===== src/hw/rtl/anp_pkg.sv =====
// ----------------------------------------------------------------------------
// anp_pkg
// Shared types, field offsets and header constants for the Art-Net parser.
// ----------------------------------------------------------------------------
package anp_pkg;

   // Header layout (byte positions within the UDP payload)
   localparam logic [15:0] ID_LEN          = 16'd7;
   localparam logic [15:0] TERM_POS        = 16'd7;
   localparam logic [15:0] OPCODE_LO_POS   = 16'd8;
   localparam logic [15:0] OPCODE_HI_POS   = 16'd9;
   localparam logic [15:0] UNIVERSE_LO_POS = 16'd14;
   localparam logic [15:0] UNIVERSE_HI_POS = 16'd15;
   localparam logic [15:0] LENGTH_HI_POS   = 16'd16;
   localparam logic [15:0] LENGTH_LO_POS   = 16'd17;
   localparam logic [15:0] PAYLOAD_OFFSET  = 16'd18;
   // Position of the last byte of a packet that just reaches the minimum length
   localparam logic [15:0] MIN_LAST_POS    = 16'd11;
   localparam logic [15:0] POS_MAX         = 16'hffff;
   localparam logic [7:0]  TERM_BYTE       = 8'h00;

   localparam logic [15:0] DMX_OPCODE_RESET = 16'h5000;

   // Result kinds (travel on tuser)
   localparam logic KIND_PAYLOAD = 1'b0;
   localparam logic KIND_SUMMARY = 1'b1;

   // Register map
   localparam logic [0:0] REG_DMX_OPCODE = 1'd0;

   // Result word layout on rsp_tdata, lowest bit up
   localparam int RSP_DATA_W  = 80;
   localparam int VALUE_LSB   = 0;
   localparam int INDEX_LSB   = 8;
   localparam int UNIV_LSB    = 24;
   localparam int HV_BIT      = 40;
   localparam int DMX_BIT     = 41;
   localparam int OPCODE_LSB  = 42;
   localparam int COUNT_LSB   = 58;
   localparam int PAD_LSB     = 74;

   typedef struct packed {
      logic        kind;
      logic [7:0]  dmx_value;
      logic [15:0] channel_index;
      logic [15:0] universe_out;
      logic        header_valid;
      logic        is_dmx;
      logic [15:0] opcode_out;
      logic [15:0] payload_count;
   } anp_result_type;

   // Up to two results leave the parser for one byte
   typedef struct packed {
      logic           first_valid;
      logic           second_valid;
      anp_result_type first;
      anp_result_type second;
   } anp_push_type;

   // Expected "Art-Net" text
   function automatic logic [7:0] anp_id_char(input logic [2:0] idx);
      logic [7:0] c;
      case (idx)
         3'd0:    c = 8'h41;
         3'd1:    c = 8'h72;
         3'd2:    c = 8'h74;
         3'd3:    c = 8'h2d;
         3'd4:    c = 8'h4e;
         3'd5:    c = 8'h65;
         3'd6:    c = 8'h74;
         default: c = 8'h00;
      endcase
      return c;
   endfunction

endpackage


===== src/hw/rtl/anp_parse.sv =====
// ----------------------------------------------------------------------------
// anp_parse
// Per-packet header state and byte decode; turns one registered byte into
// up to two results (payload value, then end-of-packet summary).
// ----------------------------------------------------------------------------
module anp_parse import anp_pkg::*; (
   input  logic         clock,
   input  logic         reset,
   input  logic         byte_valid,
   input  logic [7:0]   byte_data,
   input  logic         byte_last,
   input  logic [15:0]  cfg_opcode,
   output anp_push_type push
);

   logic [15:0] pos_ff,  pos_in;
   logic        hg_ff,   hg_in;
   logic [15:0] op_ff,   op_in;
   logic [15:0] uni_ff,  uni_in;
   logic [15:0] len_ff,  len_in;
   logic [15:0] cnt_ff,  cnt_in;

   logic        emit;
   logic [15:0] cnt_step;
   logic        hv;
   logic        dmx;
   logic [15:0] sum_uni;
   logic [15:0] sum_op;

   anp_result_type pay_res;
   anp_result_type sum_res;

   // Decode the byte against its position and update the packet state
   always_comb begin
      pos_in   = pos_ff;
      hg_in    = hg_ff;
      op_in    = op_ff;
      uni_in   = uni_ff;
      len_in   = len_ff;
      cnt_step = cnt_ff;
      emit     = 1'b0;

      if (pos_ff < ID_LEN) begin
         if (byte_data != anp_id_char(pos_ff[2:0])) begin
            hg_in = 1'b0;
         end
      end else begin
         case (pos_ff)
            TERM_POS: begin
               if (byte_data != TERM_BYTE) begin
                  hg_in = 1'b0;
               end
            end
            OPCODE_LO_POS:   op_in  = {op_ff[15:8], byte_data};
            OPCODE_HI_POS:   op_in  = {byte_data, op_ff[7:0]};
            UNIVERSE_LO_POS: uni_in = {uni_ff[15:8], byte_data};
            UNIVERSE_HI_POS: uni_in = {byte_data, uni_ff[7:0]};
            LENGTH_HI_POS:   len_in = {byte_data, len_ff[7:0]};
            LENGTH_LO_POS:   len_in = {len_ff[15:8], byte_data};
            default: begin
               if (pos_ff >= PAYLOAD_OFFSET && hg_ff && op_ff == cfg_opcode
                   && cnt_ff < len_ff) begin
                  emit     = 1'b1;
                  cnt_step = cnt_ff + 16'd1;
               end
            end
         endcase
      end

      if (pos_ff != POS_MAX) begin
         pos_in = pos_ff + 16'd1;
      end
      cnt_in = cnt_step;

      // Summary sees the state after this byte but before the clear
      hv      = hg_in && (pos_ff >= MIN_LAST_POS);
      dmx     = hv && (op_in == cfg_opcode);
      sum_uni = dmx ? uni_in : '0;
      sum_op  = hv ? op_in : '0;

      // Packet ends: back to the idle values
      if (byte_last) begin
         pos_in = '0;
         hg_in  = 1'b1;
         op_in  = '0;
         uni_in = '0;
         len_in = '0;
         cnt_in = '0;
      end
   end

   // Build the result words
   always_comb begin
      pay_res.kind          = KIND_PAYLOAD;
      pay_res.dmx_value     = byte_data;
      pay_res.channel_index = cnt_ff;
      pay_res.universe_out  = uni_ff;
      pay_res.header_valid  = 1'b1;
      pay_res.is_dmx        = 1'b1;
      pay_res.opcode_out    = op_ff;
      pay_res.payload_count = '0;

      sum_res.kind          = KIND_SUMMARY;
      sum_res.dmx_value     = '0;
      sum_res.channel_index = '0;
      sum_res.universe_out  = sum_uni;
      sum_res.header_valid  = hv;
      sum_res.is_dmx        = dmx;
      sum_res.opcode_out    = sum_op;
      sum_res.payload_count = cnt_step;
   end

   // Order results: payload first, summary after it
   always_comb begin
      push.first_valid  = byte_valid && (emit || byte_last);
      push.second_valid = byte_valid && emit && byte_last;
      push.first        = emit ? pay_res : sum_res;
      push.second       = sum_res;
   end

   // Hold packet state between bytes
   always_ff @(posedge clock) begin
      if (reset) begin
         pos_ff <= '0;
         hg_ff  <= 1'b1;
         op_ff  <= '0;
         uni_ff <= '0;
         len_ff <= '0;
         cnt_ff <= '0;
      end else if (byte_valid) begin
         pos_ff <= pos_in;
         hg_ff  <= hg_in;
         op_ff  <= op_in;
         uni_ff <= uni_in;
         len_ff <= len_in;
         cnt_ff <= cnt_in;
      end
   end

endmodule


===== src/hw/rtl/anp_rsp_queue.sv =====
// ----------------------------------------------------------------------------
// anp_rsp_queue
// Result queue: takes up to two results a cycle, hands out one word a cycle while pop is high.
// ----------------------------------------------------------------------------
module anp_rsp_queue import anp_pkg::*; #(
   parameter int DEPTH = 8
) (
   input  logic                       clock,
   input  logic                       reset,
   input  anp_push_type               push,
   input  logic                       pop,
   output anp_result_type             head,
   output logic                       head_valid,
   output logic [$clog2(DEPTH):0]     level
);

   localparam int PTR_W = $clog2(DEPTH);

   anp_result_type     mem_ff [DEPTH];
   logic [PTR_W-1:0]   wp_ff, wp_in;
   logic [PTR_W-1:0]   rp_ff, rp_in;
   logic [PTR_W:0]     cnt_ff, cnt_in;
   logic [PTR_W-1:0]   wp_next;
   logic [PTR_W:0]     n_push;

   always_comb begin
      wp_next = wp_ff + PTR_W'(1);
      n_push  = (PTR_W+1)'(push.first_valid) + (PTR_W+1)'(push.second_valid);
      wp_in   = wp_ff + n_push[PTR_W-1:0];
      rp_in   = pop ? rp_ff + PTR_W'(1) : rp_ff;
      cnt_in  = cnt_ff + n_push - (PTR_W+1)'(pop);
   end

   // Advance pointers and fill level
   always_ff @(posedge clock) begin
      if (reset) begin
         wp_ff  <= '0;
         rp_ff  <= '0;
         cnt_ff <= '0;
      end else begin
         wp_ff  <= wp_in;
         rp_ff  <= rp_in;
         cnt_ff <= cnt_in;
      end
   end

   // Write up to two entries
   always_ff @(posedge clock) begin
      if (push.first_valid) begin
         mem_ff[wp_ff] <= push.first;
      end
      if (push.second_valid) begin
         mem_ff[wp_next] <= push.second;
      end
   end

   assign head       = mem_ff[rp_ff];
   assign head_valid = (cnt_ff != '0);
   assign level      = cnt_ff;

endmodule


===== src/hw/rtl/artnet_packet_parser_unit.sv =====
// ----------------------------------------------------------------------------
// artnet_packet_parser_unit
// Art-Net ArtDmx receive parser: one UDP payload byte per word in, DMX
// values and one end-of-packet summary per packet out.
// ----------------------------------------------------------------------------
// Takes one payload byte per clock while req_tready is high. A byte passes an
// input register, is decoded against its position in the packet and written
// into a result queue of QUEUE_DEPTH words that feeds the rsp_ side. The last
// byte of a packet that also carries a DMX value yields two words (value,
// then summary), all other bytes at most one; the rsp_ side drains one word
// per cycle while rsp_tready is high. req_tready drops only when the queue
// could not take two more words for every byte in flight, so with rsp_tready
// held high and QUEUE_DEPTH 8 input runs at one byte per cycle. dmx_opcode is
// at byte address 0 of the csr_ port and should be written between packets.
// ----------------------------------------------------------------------------
module artnet_packet_parser_unit import anp_pkg::*; #(
   parameter int QUEUE_DEPTH = 8
) (
   input  logic                   clock,
   input  logic                   reset,
   // Input bytes
   input  logic                   req_tvalid,
   output logic                   req_tready,
   input  logic [7:0]             req_tdata,   // [7:0] rx_byte
   input  logic                   req_tlast,   // end_of_packet
   // Results
   output logic                   rsp_tvalid,
   input  logic                   rsp_tready,
   // [7:0] dmx_value, [23:8] channel_index, [39:24] universe_out,
   // [40] header_valid, [41] is_dmx, [57:42] opcode_out,
   // [73:58] payload_count, [79:74] zero
   output logic [RSP_DATA_W-1:0]  rsp_tdata,
   output logic [0:0]             rsp_tuser,   // [0] result_kind
   // Configuration
   input  logic                   csr_psel,
   input  logic                   csr_penable,
   input  logic                   csr_pwrite,
   input  logic [2:0]             csr_paddr,
   input  logic [31:0]            csr_pwdata,
   output logic [31:0]            csr_prdata,
   output logic                   csr_pready
);

   localparam int LVL_W = $clog2(QUEUE_DEPTH) + 1;

   logic [15:0]      dmx_opcode_ff;
   logic             s0_valid_ff;
   logic [7:0]       s0_byte_ff;
   logic             s0_last_ff;
   anp_push_type     push;
   anp_result_type   head;
   logic             head_valid;
   logic [LVL_W-1:0] level;
   logic [LVL_W+1:0] need;
   logic             csr_sel_reg;

   // Register file
   assign csr_pready  = 1'b1;
   assign csr_sel_reg = (csr_paddr[2:2] == REG_DMX_OPCODE) && (csr_paddr[1:0] == 2'd0);
   assign csr_prdata  = csr_sel_reg ? {16'd0, dmx_opcode_ff} : 32'd0;

   always_ff @(posedge clock) begin
      if (reset) begin
         dmx_opcode_ff <= DMX_OPCODE_RESET;
      end else if (csr_psel && csr_penable && csr_pwrite && csr_pready && csr_sel_reg) begin
         dmx_opcode_ff <= csr_pwdata[15:0];
      end
   end

   // Accept only when the queue has room for two words per byte in flight
   always_comb begin
      need       = (LVL_W+2)'(level) + (s0_valid_ff ? (LVL_W+2)'(2) : '0) + (LVL_W+2)'(2);
      req_tready = (need <= (LVL_W+2)'(QUEUE_DEPTH));
   end

   // Input register
   always_ff @(posedge clock) begin
      if (reset) begin
         s0_valid_ff <= 1'b0;
      end else begin
         s0_valid_ff <= req_tvalid && req_tready;
      end
   end

   always_ff @(posedge clock) begin
      if (req_tvalid && req_tready) begin
         s0_byte_ff <= req_tdata;
         s0_last_ff <= req_tlast;
      end
   end

   anp_parse u_parse (
      .clock      (clock),
      .reset      (reset),
      .byte_valid (s0_valid_ff),
      .byte_data  (s0_byte_ff),
      .byte_last  (s0_last_ff),
      .cfg_opcode (dmx_opcode_ff),
      .push       (push)
   );

   anp_rsp_queue #(
      .DEPTH (QUEUE_DEPTH)
   ) u_queue (
      .clock      (clock),
      .reset      (reset),
      .push       (push),
      .pop        (rsp_tvalid && rsp_tready),
      .head       (head),
      .head_valid (head_valid),
      .level      (level)
   );

   // Pack the result word
   assign rsp_tvalid   = head_valid;
   assign rsp_tuser[0] = head.kind;
   assign rsp_tdata    = {6'd0, head.payload_count, head.opcode_out, head.is_dmx,
                          head.header_valid, head.universe_out, head.channel_index,
                          head.dmx_value};

endmodule


===== config.mk =====
export PLATFORM = sky130hd
export DESIGN_NAME = artnet_packet_parser_unit
export DESIGN_NICKNAME = d
export VERILOG_FILES = /design/src/hw/rtl/anp_pkg.sv /design/src/hw/rtl/anp_parse.sv /design/src/hw/rtl/anp_rsp_queue.sv /design/src/hw/rtl/artnet_packet_parser_unit.sv
export SDC_FILE = /design/constraint.sdc
export NUM_CORES = 1
export LEC_CHECK = 0
export BUFFER_PORTS_ARGS = -buffer_cell sky130_fd_sc_hd__buf_2
export CORE_MARGIN = 5
export CORE_UTILIZATION = 49
export CTS_CLUSTER_DIAMETER = 60
export DETAILED_ROUTE_END_ITERATION = 10
export GPL_TIMING_DRIVEN = 0
export PLACE_DENSITY_LB_ADDON = 0.3
export SYNTH_ARGS = -nofsm -noshare
export SYNTH_HDL_FRONTEND = slang
export SYNTH_SLANG_ARGS = --single-unit

===== constraint.sdc =====
create_clock -name clock -period 4.3 [get_ports clock]
set_input_delay 0.86 -clock clock [delete_from_list [all_inputs] [get_ports clock]]
set_output_delay 0.86 -clock clock [all_outputs]
set_load 0.05 [all_outputs]

## After elaboration in Yosys (flattened, before gate mapping)

Memory sizes are Yosys's and may differ from the RTL's. A register that Yosys moved wholly into a read port is not among the register bits.
Index checks and enable logic that the tools add are counted.

| storage, ports and cells | value |
|---|---|
| input bits | 51 |
| memories | 1 |
| RAM bits | 600 |
| word-level logic and storage cells | 114 |
| bits in registers | 117 |

Memory list:

| name | depth | bits a word | read ports | clocked after memory_dff | wr ports | RTL line | text |
|---|---|---|---|---|---|---|---|
| u_queue.mem_ff | 8 | 75 | 1 | 1 | 2 | anp_rsp_queue.sv:19 | `anp_result_type mem_ff [DEPTH];` |

| cells by class | value |
|---|---|
| order comparisons | 5 |
| bitwise operators | 1 |
| add/sub/neg operators | 10 |
| reductions and logical operators | 27 |
| equal/unequal tests | 20 |
| mux-type cells | 36 |

Operator list:

| operator | number |
|---|---|
| two-way mux 16 bit | 15 |
| case mux 16 bit (2 select lines) | 3 |
| two-way mux 75 bit | 1 |
| == test 16 x 4 -> 1 bit, second input constant | 4 |
| case mux 7 bit (6 select lines) | 1 |
| adder 16 x 1 -> 16 bit, second input constant | 2 |
| == test 16 bit | 2 |
| == test 16 x 5 -> 1 bit, second input constant | 2 |
| == test 16 x 3 -> 1 bit, second input constant | 1 |
| greater-or-equal comparator 16 x 4 -> 1 bit, second input constant | 1 |
| greater-or-equal comparator 16 x 5 -> 1 bit, second input constant | 1 |
| < comparator 16 bit | 1 |
| < comparator 16 x 3 -> 1 bit, second input constant | 1 |
| inequality test 16 bit, second input constant | 1 |
| logical AND 1 bit | 14 |
| two-way mux 1 bit | 12 |
| == test 3 bit, second input constant | 3 |
| two-way mux 8 bit | 1 |
| inequality test 8 bit | 1 |
| AND reduction 4 bit | 2 |
| nonzero test 8 bit | 1 |
| OR reduction 7 bit | 1 |
| adder 3 x 1 -> 3 bit, second input constant | 2 |
| adder 5 x 2 -> 6 bit, second input constant | 1 |
| other kinds (19) | 25 |

## Depth between registers and ports, before layout

| logic depth | value |
|---|---|
| depth after elaboration | 12 |
| mapped depth | 20 |
| mapped depth without buffers | 18 |

## Modules after synthesis

Synthesis repeated with hierarchy kept, for this count alone.

| second synthesis, totals | value |
|---|---|
| cells, all modules | 2627 |
| area, all modules | 38109.0 µm² |

Modules (own cells, without submodules):

| module | cells each | area an instance (µm²) | times used |
|---|---|---|---|
| anp_rsp_queue | 1622 | 30391.6 | 1 |
| anp_parse | 867 | 6286.0 | 1 |
| artnet_packet_parser_unit | 138 | 1431.4 | 1 |

## Least setup slack after synthesis

Ideal clock, no wire load.

| timing | value |
|---|---|
| path type | register to register |
| start point | reg u_parse.pos_ff[1] |
| end point | mem u_queue.mem_ff[1][0] in the netlist's numbering, enable pin |
| path buffers | 5 |
| arrival | 3753 ps |
| slack | 142 ps |
| cell stages (with the launch flop) | 16 |
| period minus slack after synthesis | 4158 ps |
| library setup time | 404 ps |
| cells stage by stage | dfxtp_1 -> inv_1 -> ha_1 -> clkbuf_1 -> nor2_1 -> o311ai_1 -> a22oi_1 -> nand4_1 -> buf_4 -> a21oi_1 -> nand2_1 -> clkbuf_1 -> and2_1 -> buf_2 -> buf_2 -> inv_1 |

RTL lines:

| item | RTL line | text |
|---|---|---|
| start, declared | anp_parse.sv:16 | `logic [15:0] pos_ff, pos_in;` |
| start signal, assigned | anp_parse.sv:131 | `pos_ff <= pos_in;` |
| end, declared | anp_rsp_queue.sv:19 |  |

==> run_results.csv <==
group,metric,value,unit
floorplanning,start_util,49.2,%
finish,final_area,37500,um^2
cts,cts_tree,"done",
timing,fin_skew,0.0239,ns
critical_path,rr_worst_depth,13,
timing,hold_viol,0,
cts,htree_levels,3,
global_routing,grt_first_pass_wirelength,153000,um
floorplanning,core,66900,um^2
synth,ys.flop_type,"edfxtp_1",
route,drc,0,
finish,final_nets,3182,
timing,slew_viol_final,0,
timing,slew-limit-headroom,20.2,%
critical_path,arrival,3.37,ns
floorplanning,die_h,269,um
floorplanning,dieArea,72400,um^2
cts,cts_made_buffers,78,
route,drt_first_pass_iters,7,
critical_path,crit_type,"reg2out",
critical_path,rrSetupSlack,0.12,ns
critical_path,end_kind,"output pin",
floorplanning,row_count,95,
pwr,peakVddDrop,261,uV
cts,clk_pin_slew_worst_paths,0.06,ns
job,cap_violations,0,
timing,rsz0062_at_grt,"no",
global_routing,antenna_found_initial,0,
global_routing,grt_start_max_net_pins,51,
synth,yosysTopAreaCellShare,37.3,%
synth,ys_ff_latch,720,
critical_path,critical_path.endpoint,"rsp_tdata[11]",
cts,cts-root-buf,"clkbuf_16",
critical_path,cp.required,3.44,ns
critical_path,cp_max_fo,10,
global_routing,grt_usage,27.2,%
critical_path,regToRegStartpoint,"u_parse.cnt_ff[7]",
synth,synth_area,32900,um^2
timing,fmax,237,MHz
cts,clock_latency,0.64,ns
route,drt_iter0_markers,3241,
synth,synthCells,2868,
synth,postSynthAreaPerCell,11.5,um^2
critical_path,crit_chain,"clkbuf_1, clkbuf_4, buf_4, clkbuf_2, mux4_2, mux2_2, buf_2",
timing,fin_crit,4.23,ns
critical_path,worst_setup_path_start_kind,"register",
pwr,leakagePower,12.6,nW
synth,synth_warnings,0,
route,wirelength,102000,um
min_path,worstHoldPathType,"in2reg",
route,num_vias,25611,
synth,synth_edf_count,409,
place,hpwl,69900,um
synth,yosysSeqAreaShare,56.2,%
synth,synth_most_common_cell,"edfxtp_1",
floorplanning,die_w,269,um
cts,cts_buffer_depth,3,
synth,synth-async-reset-ratio,0,%
place,place_area,34800,um^2
route,vias_per_cell,6.35,
finish,syn2layout_area_growth,14.0,%
timing,final.setup.tns,0,ns
route,ant_nets,0,
floorplanning,boundaryPins,167,
synth,synth.area.top_cells,"edfxtp_1, dfxtp_1, mux4_2",
critical_path,r2r_end,"u_queue.mem_ff[1][11]",
synth,synthTopCellsByCount,"edfxtp_1, nor2_1, dfxtp_1, nand3_1, o21ai_0",
timing,finalCritPeriodShare,98.3,%
route,wl_per_cell,25.2,um
global_routing,grt_overflow,0,
synth,ys_types,68,
outcome,status,"finished, final reports clean",
critical_path,cpMaxStageDelayCell,"clkbuf_1",
pwr,power_density,478,nW/um^2
global_routing,grt_pass1_vias,25664,
place,io_buffers,126,
critical_path,max_stage_delay,0.42,ns
finish,drive_above_1_share,19.6,%
synth,yosysTopAreaCell,"edfxtp_1",
timing,setup_viol,0,
timing,tightest_slew,1.19,ns
finish,nFillCells,5556,
place,gp_congestion,0.939,
cts,cts_num_sinks,720,
[what timing repair did]
item | CTS | global route
endpoints found under the hold margin | 0 | 0
hold buffers | 0 | 0
setup endpoints to repair | 481 | 412
buffers inserted | 2 | 0
pin swaps | 2 | 2
resized for setup | 74 | 35
[power by group]
part | internal, mW | switching, mW | total [mW]
sequential | 7.33 | 0.0753 | 7.40
combinational | 1.42 | 2.40 | 3.82
clock | 3.93 | 2.80 | 6.73
total | 12.7 | 5.28 | 18.0
[cell families after synthesis]
logic type,synth area share [%]
flops,56.2
xor+xnor,1.52
fa+ha+maj,1.45
buf+inv,3.92
compound gates,10.3
mux,12.9
simple gates,13.7
other cells,0.0228
[cell type report]
type | count | area [um^2] | area share (%)
repair buffers | 136 | 772 | 2.06
diodes | 2 | 5.00 | 0.0133
inverters | 71 | 288 | 0.767
plain buffers | 226 | 1080 | 2.87
clock inverters | 26 | 285 | 0.760
well taps | 873 | 1090 | 2.91
flip-flops and latches | 720 | 18500 | 49.3
multi-input cells | 1861 | 13300 | 35.3
clock buffers | 117 | 2240 | 5.98
[sequential cells by signal, indices dropped and copies added (netlist names), 4 cells and up, named ones only]
| signal | count |
|---|---|
| u_parse.cnt_ff | 16 |
| u_parse.pos_ff | 16 |
| u_parse.uni_ff | 16 |
| u_queue.level | 4 |
| u_parse.len_ff | 16 |
| u_parse.op_ff | 16 |
| s0_byte_ff | 8 |
| u_queue.mem_ff | 600 |
| dmx_opcode_ff | 16 |
[layer usage]
metal / routed length [um] / global-route usage, % / share of wire (%) / vias up
met5: 40 / 0 / 0.039 / -
met4: 4260 / 11.7 / 4.2 / 2
met3: 10900 / 5.76 / 11 / 302
met2: 48500 / 44.3 / 48 / 1594
met1: 37900 / 35.5 / 37 / 12612
li1: - / - / - / 11101
[per-stage QoR]
stage	std cells	util (%)	power, mW	setup WS (ns)	hold WS (ns)
3_5_place_dp	3896	52.1	11.3	-0.699	0.443
4_1_cts	4034	56.1	18.0	0.00225	0.390
3_3_place_gp	3888	51.9	11.3	-1.64	0.432
5_1_grt	4030	56.1	18.5	0.000363	0.399
6_report	4032	56.1	18.0	0.0721	0.410
2_1_floorplan	2889	-	10.3	0.142	0.418
[worst min-delay path by stage]
stage	startpoint	to	slack, ns	depth (start not counted)
after floorplan	u_queue.mem_ff[2][74]	u_queue.mem_ff[2][74]	0.42	2
after global placement	u_queue.mem_ff[7][74]	u_queue.mem_ff[7][74]	0.43	2
after detailed placement	u_queue.mem_ff[1][74]	u_queue.mem_ff[1][74]	0.44	2
after CTS	req_tdata[6]	s0_byte_ff[6]	0.39	1
after global routing	req_tlast	s0_last_ff	0.40	1
final	req_tlast	s0_last_ff	0.41	1
[placed cells by master, fill, tap and decap left out, types with 18 or more instances in the layout]
master     count
nand2_1      188
clkbuf_16     81
conb_1        23
nor4_1        18
clkbuf_2      22
xor2_1        21
a22oi_1       68
nor3_1        20
o21ai_0      225
dfxtp_1      308
clkbuf_1     154
and2_1        31
nand3_1      242
mux4_2       150
ha_1          32
edfxtp_1     409
nor2_1       375
inv_1         62
o22ai_1      113
buf_2        154
buf_4         31
mux2_2        75
a21oi_1       57
xnor2_1       36
[worst max-delay path: cells and delay by family, from the launching register on]
kind                   cells  cell delay [ns]
buffers and inverters      5             1.73
muxes                      2             0.70
DFF                        1             0.31
Power figures use the tool's default switching activity.
